$ cat src/rtl/tpq_pkg.sv
// ============================================================================
// tpq_pkg
// Shared types and constants for the timestamp priority request queue.
// ============================================================================
package tpq_pkg;

    // default sizes
    localparam int DEPTH_DEF     = 16;
    localparam int TIME_BITS_DEF = 15;
    localparam int PID_BITS_DEF  = 4;

    // request kinds carried in s_tuser
    localparam logic MODE_INSERT = 1'b0;
    localparam logic MODE_POP    = 1'b1;

    // result status codes carried in m_tuser
    typedef enum logic [1:0] {
        RES_DONE  = 2'd0,
        RES_FULL  = 2'd1,
        RES_EMPTY = 2'd2
    } res_code_t;

    // controller states
    typedef enum logic {
        ST_IDLE,
        ST_EXEC
    } state_t;

    // controller to datapath
    typedef struct packed {
        logic      load_op;
        logic      exec;
        res_code_t code;
    } ctl_cmd_t;

    // datapath to controller
    typedef struct packed {
        logic full;
        logic empty;
        logic pop;
    } dp_stat_t;

endpackage

$ cat src/rtl/timestamp_priority_request_queue_top.sv
// ============================================================================
// timestamp_priority_request_queue_top
// Sorted request queue ordered by timestamp, ties by smaller process id.
// ============================================================================
// Each request word is accepted and latched in the idle state, then the
// exec state runs one compare-and-shift update across the cell row and loads
// the result register; no new word is taken until that update has run. The
// update waits while the result register still holds a word the sink has
// not taken. Every request gives one result word: status, the head entry
// after the step and the entry count. Inserts into a full queue and pops of
// an empty queue leave the queue as it was and are flagged.
module timestamp_priority_request_queue_top
    import tpq_pkg::*;
#(
    parameter int DEPTH     = DEPTH_DEF,
    parameter int TIME_BITS = TIME_BITS_DEF,
    parameter int PID_BITS  = PID_BITS_DEF,
    localparam int CW       = $clog2(DEPTH + 1),
    localparam int SW       = ((TIME_BITS + PID_BITS + 7) / 8) * 8,
    localparam int MRAW     = 1 + TIME_BITS + PID_BITS + CW,
    localparam int MW       = ((MRAW + 7) / 8) * 8
)
(
    input  logic          clk,
    input  logic          rst_n,
    input  logic          s_tvalid,
    output logic          s_tready,
    input  logic [SW-1:0] s_tdata,   // req_time, req_pid, zero pad
    input  logic          s_tuser,   // mode
    output logic          m_tvalid,
    input  logic          m_tready,
    output logic [MW-1:0] m_tdata,   // head_valid, head_time, head_pid, count, zero pad
    output logic [1:0]    m_tuser    // status
);

    ctl_cmd_t             cmd;
    dp_stat_t             stat;
    res_code_t            res_status;
    logic                 res_head_valid;
    logic [TIME_BITS-1:0] res_head_time;
    logic [PID_BITS-1:0]  res_head_pid;
    logic [CW-1:0]        res_count;

    // sequencer
    tpq_ctrl u_ctrl (
        .clk      (clk),
        .rst_n    (rst_n),
        .s_tvalid (s_tvalid),
        .s_tready (s_tready),
        .m_tvalid (m_tvalid),
        .m_tready (m_tready),
        .stat     (stat),
        .cmd      (cmd)
    );

    // cell row and result register
    tpq_datapath #(
        .DEPTH     (DEPTH),
        .TIME_BITS (TIME_BITS),
        .PID_BITS  (PID_BITS)
    ) u_datapath (
        .clk            (clk),
        .rst_n          (rst_n),
        .cmd            (cmd),
        .stat           (stat),
        .in_mode        (s_tuser),
        .in_time        (s_tdata[TIME_BITS-1:0]),
        .in_pid         (s_tdata[TIME_BITS +: PID_BITS]),
        .res_status     (res_status),
        .res_head_valid (res_head_valid),
        .res_head_time  (res_head_time),
        .res_head_pid   (res_head_pid),
        .res_count      (res_count)
    );

    // pack result word
    assign m_tdata = MW'({res_count, res_head_pid, res_head_time, res_head_valid});
    assign m_tuser = res_status;

endmodule

$ cat src/rtl/tpq_ctrl.sv
// ============================================================================
// tpq_ctrl
// Sequencer: takes one request word, runs one update of the cell array,
// and holds the result word valid until the sink takes it.
// ============================================================================
module tpq_ctrl
    import tpq_pkg::*;
(
    input  logic     clk,
    input  logic     rst_n,
    input  logic     s_tvalid,
    output logic     s_tready,
    output logic     m_tvalid,
    input  logic     m_tready,
    input  dp_stat_t stat,
    output ctl_cmd_t cmd
);

    state_t state_reg;
    state_t state_next;
    logic   valid_reg;
    logic   valid_next;
    logic   slot_free;

    // output slot can take a new result
    assign slot_free = !valid_reg || m_tready;

    // next state
    always_comb
    begin
        state_next = state_reg;
        case (state_reg)
            ST_IDLE:
            begin
                if (s_tvalid)
                begin
                    state_next = ST_EXEC;
                end
            end
            ST_EXEC:
            begin
                if (slot_free)
                begin
                    state_next = ST_IDLE;
                end
            end
            default:
            begin
                state_next = ST_IDLE;
            end
        endcase
    end

    // outputs, with the result code from queue occupancy
    always_comb
    begin
        s_tready    = 1'b0;
        cmd.load_op = 1'b0;
        cmd.exec    = 1'b0;
        if (stat.pop)
        begin
            cmd.code = stat.empty ? RES_EMPTY : RES_DONE;
        end
        else
        begin
            cmd.code = stat.full ? RES_FULL : RES_DONE;
        end
        case (state_reg)
            ST_IDLE:
            begin
                s_tready    = 1'b1;
                cmd.load_op = s_tvalid;
            end
            ST_EXEC:
            begin
                cmd.exec = slot_free;
            end
            default:
            begin
                s_tready = 1'b0;
            end
        endcase
    end

    // result valid flag
    always_comb
    begin
        if (cmd.exec)
        begin
            valid_next = 1'b1;
        end
        else if (m_tready)
        begin
            valid_next = 1'b0;
        end
        else
        begin
            valid_next = valid_reg;
        end
    end

    always_ff @(posedge clk or negedge rst_n)
    begin
        if (!rst_n)
        begin
            state_reg <= ST_IDLE;
            valid_reg <= 1'b0;
        end
        else
        begin
            state_reg <= state_next;
            valid_reg <= valid_next;
        end
    end

    assign m_tvalid = valid_reg;

endmodule

$ cat src/rtl/tpq_datapath.sv
// ============================================================================
// tpq_datapath
// Row of compare-and-shift cells holding the sorted requests, the entry
// count, the latched request and the result register.
// ============================================================================
module tpq_datapath
    import tpq_pkg::*;
#(
    parameter int DEPTH     = DEPTH_DEF,
    parameter int TIME_BITS = TIME_BITS_DEF,
    parameter int PID_BITS  = PID_BITS_DEF,
    localparam int CW       = $clog2(DEPTH + 1)
)
(
    input  logic                 clk,
    input  logic                 rst_n,
    input  ctl_cmd_t             cmd,
    output dp_stat_t             stat,
    input  logic                 in_mode,
    input  logic [TIME_BITS-1:0] in_time,
    input  logic [PID_BITS-1:0]  in_pid,
    output res_code_t            res_status,
    output logic                 res_head_valid,
    output logic [TIME_BITS-1:0] res_head_time,
    output logic [PID_BITS-1:0]  res_head_pid,
    output logic [CW-1:0]        res_count
);

    logic                 mode_reg;
    logic [TIME_BITS-1:0] time_reg;
    logic [PID_BITS-1:0]  pid_reg;

    logic [TIME_BITS-1:0] cell_time_reg [DEPTH];
    logic [TIME_BITS-1:0] cell_time_next [DEPTH];
    logic [PID_BITS-1:0]  cell_pid_reg [DEPTH];
    logic [PID_BITS-1:0]  cell_pid_next [DEPTH];
    logic [DEPTH-1:0]     lt;
    logic [CW-1:0]        count_reg;
    logic [CW-1:0]        count_next;
    logic                 update;

    res_code_t            status_reg;
    logic                 head_valid_reg;
    logic [TIME_BITS-1:0] head_time_reg;
    logic [PID_BITS-1:0]  head_pid_reg;
    logic [CW-1:0]        count_out_reg;

    // latched request
    always_ff @(posedge clk)
    begin
        if (cmd.load_op)
        begin
            mode_reg <= in_mode;
            time_reg <= in_time;
            pid_reg  <= in_pid;
        end
    end

    assign stat.full  = (count_reg == CW'(DEPTH));
    assign stat.empty = (count_reg == '0);
    assign stat.pop   = (mode_reg == MODE_POP);
    assign update     = cmd.exec && (cmd.code == RES_DONE);

    // per cell: new key sorts strictly before this valid entry
    genvar i;
    generate
        for (i = 0; i < DEPTH; i++)
        begin : g_cell
            logic valid_here;
            logic prev_lt;

            assign valid_here = (CW'(i) < count_reg);
            assign lt[i] = valid_here &&
                ((time_reg < cell_time_reg[i]) ||
                 ((time_reg == cell_time_reg[i]) && (pid_reg < cell_pid_reg[i])));

            if (i == 0)
            begin : g_first
                assign prev_lt = 1'b0;
            end
            else
            begin : g_rest
                assign prev_lt = lt[i-1];
            end

            // next cell contents for insert and pop
            always_comb
            begin
                cell_time_next[i] = cell_time_reg[i];
                cell_pid_next[i]  = cell_pid_reg[i];
                if (update)
                begin
                    if (mode_reg == MODE_POP)
                    begin
                        if (i < DEPTH - 1)
                        begin
                            cell_time_next[i] = cell_time_reg[(i + 1) % DEPTH];
                            cell_pid_next[i]  = cell_pid_reg[(i + 1) % DEPTH];
                        end
                    end
                    else if (CW'(i) <= count_reg)
                    begin
                        if (prev_lt)
                        begin
                            cell_time_next[i] = cell_time_reg[(i + DEPTH - 1) % DEPTH];
                            cell_pid_next[i]  = cell_pid_reg[(i + DEPTH - 1) % DEPTH];
                        end
                        else if (lt[i] || !valid_here)
                        begin
                            cell_time_next[i] = time_reg;
                            cell_pid_next[i]  = pid_reg;
                        end
                    end
                end
            end

            always_ff @(posedge clk)
            begin
                cell_time_reg[i] <= cell_time_next[i];
                cell_pid_reg[i]  <= cell_pid_next[i];
            end
        end
    endgenerate

    // entry count
    always_comb
    begin
        count_next = count_reg;
        if (update)
        begin
            if (mode_reg == MODE_POP)
            begin
                count_next = count_reg - CW'(1);
            end
            else
            begin
                count_next = count_reg + CW'(1);
            end
        end
    end

    always_ff @(posedge clk or negedge rst_n)
    begin
        if (!rst_n)
        begin
            count_reg <= '0;
        end
        else
        begin
            count_reg <= count_next;
        end
    end

    // result word from the state after the step
    always_ff @(posedge clk)
    begin
        if (cmd.exec)
        begin
            status_reg     <= cmd.code;
            head_valid_reg <= (count_next != '0);
            head_time_reg  <= (count_next != '0) ? cell_time_next[0] : '0;
            head_pid_reg   <= (count_next != '0) ? cell_pid_next[0] : '0;
            count_out_reg  <= count_next;
        end
    end

    assign res_status     = status_reg;
    assign res_head_valid = head_valid_reg;
    assign res_head_time  = head_time_reg;
    assign res_head_pid   = head_pid_reg;
    assign res_count      = count_out_reg;

endmodule

$ cat config.mk
export PLATFORM = sky130hd
export DESIGN_NAME = timestamp_priority_request_queue_top
export DESIGN_NICKNAME = d
export VERILOG_FILES = /design/src/rtl/tpq_pkg.sv /design/src/rtl/timestamp_priority_request_queue_top.sv /design/src/rtl/tpq_ctrl.sv /design/src/rtl/tpq_datapath.sv
export SDC_FILE = /design/constraint.sdc
export NUM_CORES = 1
export LEC_CHECK = 0
export BUFFER_PORTS_ARGS = -buffer_cell sky130_fd_sc_hd__buf_2
export CAP_MARGIN = 20
export CELL_PAD_IN_SITES_DETAIL_PLACEMENT = 1
export CELL_PAD_IN_SITES_GLOBAL_PLACEMENT = 1
export CORE_MARGIN = 2
export CORE_UTILIZATION = 46
export CTS_BUF_LIST = sky130_fd_sc_hd__clkbuf_16
export DETAILED_ROUTE_END_ITERATION = 7
export PLACE_DENSITY_LB_ADDON = 0.05
export SETUP_SLACK_MARGIN = 0.05
export SYNTH_ARGS = -nofsm -noshare
export SYNTH_HDL_FRONTEND = slang
export SYNTH_SLANG_ARGS = --single-unit
$ cat constraint.sdc
create_clock -name clk -period 4.45 [get_ports clk]
set_input_delay 1.335 -clock clk [delete_from_list [all_inputs] [get_ports clk]]
set_output_delay 1.335 -clock clk [all_outputs]
set_load 0.01 [all_outputs]
==> summary.md <==
| Metric | Value |
|---|---|
| Routed wire length | `100.5 mm` |
| Post-CTS Setup Bufs | `0` |
| Wirelength per Cell | `28.58 µm` |
| Number of max-cap violations | `0` |
| Comb pwr share | `52.3%` |
| TritonCTS clock tree | `done` |
| CP max FO | `19` |
| Die Height | `240.6 µm` |
| Setup violators final | `0` |
| CTS H-tree lvls | `2` |
| Synthesized flop and latch total | `358` |
| Max Clk Rate | `253.2 MHz` |
| Largest net degree at the start of global routing | `95` |
| WS Path Type | `reg2reg` |
| Clock tree buffer depth | `3` |
| Post-route cell area | `0.02863 mm²` |
| Setup TNS | `0 ns` |
| GR Util All Layers | `34.70%` |
| Area Growth Syn to Fin | `11.15%` |
| Initial antenna violation count | `5` |
| Setup Skew | `0.01555 ns` |
| Seq/Total Area, Yosys | `40.86%` |
| Final hold vios | `0` |
| Post-Syn Instances | `2726` |
| Remaining Overflow, GRT | `0` |
| Pins Over Slew Limit | `0` |
| Starting Density | `46.66%` |
| Synth cell types | `77` |
| Switching power total | `11.69 mW` |
| Synth Cell Area | `0.02576 mm²` |
| Most frequent cell after synthesis | `edfxtp_1` |
| Worst-Margin Slew | `1.264 ns` |
| Inserted Diodes | `0` |
| HPWL Detailed | `73.44 mm` |
| Synth area leader | `edfxtp_1` |
| Top post-synthesis cells by count | `edfxtp_1 (332), ha_1 (293), inv_1 (290)` |
| CORE AREA | `0.05520 mm²` |
| Share of cells above drive strength 1 | `11.49%` |
| Die width | `240.6 µm` |
| Post_cts resized | `0` |
| Final ANT Viol Nets | `0` |
| Clk Latency, worst-skew pair | `0.59 ns` |
| Min Tclk post-route | `3.949 ns` |
| First-pass GRT wire length | `149.7 mm` |
| Clock-pin slew on the worst setup and hold paths | `0.06 ns` |
| Synth warn | `0` |
| Row count | `86` |
| Hold slack | `0.5507 ns` |
| Mean post-synth cell area | `9.448 µm²` |
| Worst EP arrival | `4.29 ns` |
| Via count | `23092` |
| Number of flip-flops in the largest register | `240` |
| Async SR Flop Fraction | `1.955%` |
| Cts bufs inserted | `45` |
| Port buffer count | `52` |
| Slew margin rel. | `15.36%` |
| Share of the synthesized area in the top cell type | `38.71%` |
| Top cells by area, synth | `edfxtp_1 (39%), ha_1 (14%), o311ai_0 (4.6%)` |
| # DRC | `0` |
| RSZ-0062 raised after global routing | `no` |
| Vias in the first global route | `23887` |
| CP endpoint kind | `flop` |
| Power share of the clock group | `15.1%` |
| Dominant synthesized flop cell | `edfxtp_1` |
| Pwr Density | `858.9 mW/mm²` |
| Fin crit share | `88.74%` |
| Router iterations before antenna repair | `5` |
| Die area | `0.05790 mm²` |
| Vias per inst | `6.568` |
| Switching fraction of total power | `47.53%` |
| Root Driver | `clkbuf_16` |
| Internal | `12.90 mW` |
| Io pins | `65` |
| Status | `completed` |
| CTS Sinks | `358` |
| Post-synth EDFFs | `332` |
| Cts hold-fix bufs | `0` |
| Final nets | `3054` |
| RePlAce Congestion | `0.9140` |
| DP Area | `0.02715 mm²` |
| Startpoint Class | `flop` |
| WP data required | `4.79 ns` |
| Max rail drop VDD | `0.3765 mV` |
| LEAKAGE | `11.59 nW` |
| Initial drt markers | `2013` |
| Worst Hold Class | `reg2reg` |
| Register share of total power | `32.5%` |
kinds of logic (layout without fill, tap and decap cells):
logic type                 after synthesis  count (layout)  synth area share (%)
DFF                                    358             358                 40.86
AOI/OAI and AO/OA                      828             828                 21.91
adders and majority gates              293             293                 14.23
xor gates and xnor gates                 5               5                0.1701
other                                    1               7               0.01456
buffers and inverters                  498             534                 7.719
muxes                                   40              40                 1.652
and+or+nand+nor                        703             703                 13.43
worst max-delay path: stages (launching register included):
cell	delay (ns)
edfxtp_1	1.05
buf_4	0.35
ha_1	0.27
nand4_1	0.13
a211oi_1	0.08
a2111o_1	0.44
o211ai_2	0.35
nand2_1	0.48
o311ai_0	0.54
metal layers:
| metal | wire (µm) | GRT usage (%) | part of all wire (%) | vias up |
|---|---|---|---|---|
| li1 | - | - | - | 10326 |
| met1 | 40380 | 43.19 | 40 | 11723 |
| met2 | 48890 | 59.35 | 49 | 776 |
| met3 | 5680 | 4.449 | 5.7 | 267 |
| met4 | 5553 | 17.26 | 5.5 | 0 |
| met5 | 0 | 0 | 0 | - |
power by group through the flow:
stage / Combinational [mW] / Sequential [mW] / Clock, mW
after floorplan: 8.33 / 7.29 / 0
after global placement: 11.9 / 7.97 / 0
after detailed placement: 12.6 / 8.00 / 0
after CTS: 12.7 / 7.95 / 3.74
after global routing: 14.2 / 8.09 / 3.85
final: 12.9 / 8.00 / 3.72
metrics by stage:
step | worst slack, ns | std cells | utilization (%) | power [mW]
after detailed placement | 0.6540 | 3429 | 49.19 | 20.56
after global placement | 0.6511 | 3427 | 49.15 | 19.84
after global routing | 0.3521 | 3516 | 51.86 | 26.18
after floorplan | 0.1682 | 2732 | - | 15.62
final | 0.5012 | 3516 | 51.86 | 24.59
after CTS | 0.6108 | 3512 | 51.80 | 24.37
layout by cell type (no fill, tap or decap), types with 28 or more instances in the layout:
cell type and instances:
inv_1 298, a211oi_1 95, o21ai_0 199, edfxtp_1 332, buf_4 96, o22ai_1 58
a21oi_1 83, nand3_1 55, ha_1 293, o211ai_1 50, clkbuf_16 47, or2_2 28
o311ai_0 135, nor2_1 175, nand2_1 231, nand4_1 39, buf_2 52, a31oi_1 42
final cells by class:
type / count / area (µm²)
inverter: 291 / 1095
tap: 748 / 935.9
timing repair buffer: 160 / 1202
clock buffer: 47 / 1176
fill: 6216 / 26570
sequential: 358 / 10530
multi-input combinational: 1876 / 13430
clock inverter: 36 / 260.3
path summary, 6_finish.rpt:
kind                                               startpoint                             to  slack, ns  depth (start not counted)
worst max-delay path                   u_datapath.time_reg[5]  u_datapath.cell_pid_reg[4][1]       0.50                          8
worst min register to register  u_datapath.cell_pid_reg[1][1]  u_datapath.cell_pid_reg[0][1]       0.55                          2
min in group asynchronous                               rst_n        u_datapath.count_reg[1]       0.58                          1
worst max register to register         u_datapath.time_reg[5]  u_datapath.cell_pid_reg[4][1]       0.50                          8
max in group asynchronous                               rst_n        u_datapath.count_reg[0]       3.69                          1
worst min-delay path            u_datapath.cell_pid_reg[1][1]  u_datapath.cell_pid_reg[0][1]       0.55                          2
Power figures use the tool's default switching activity.
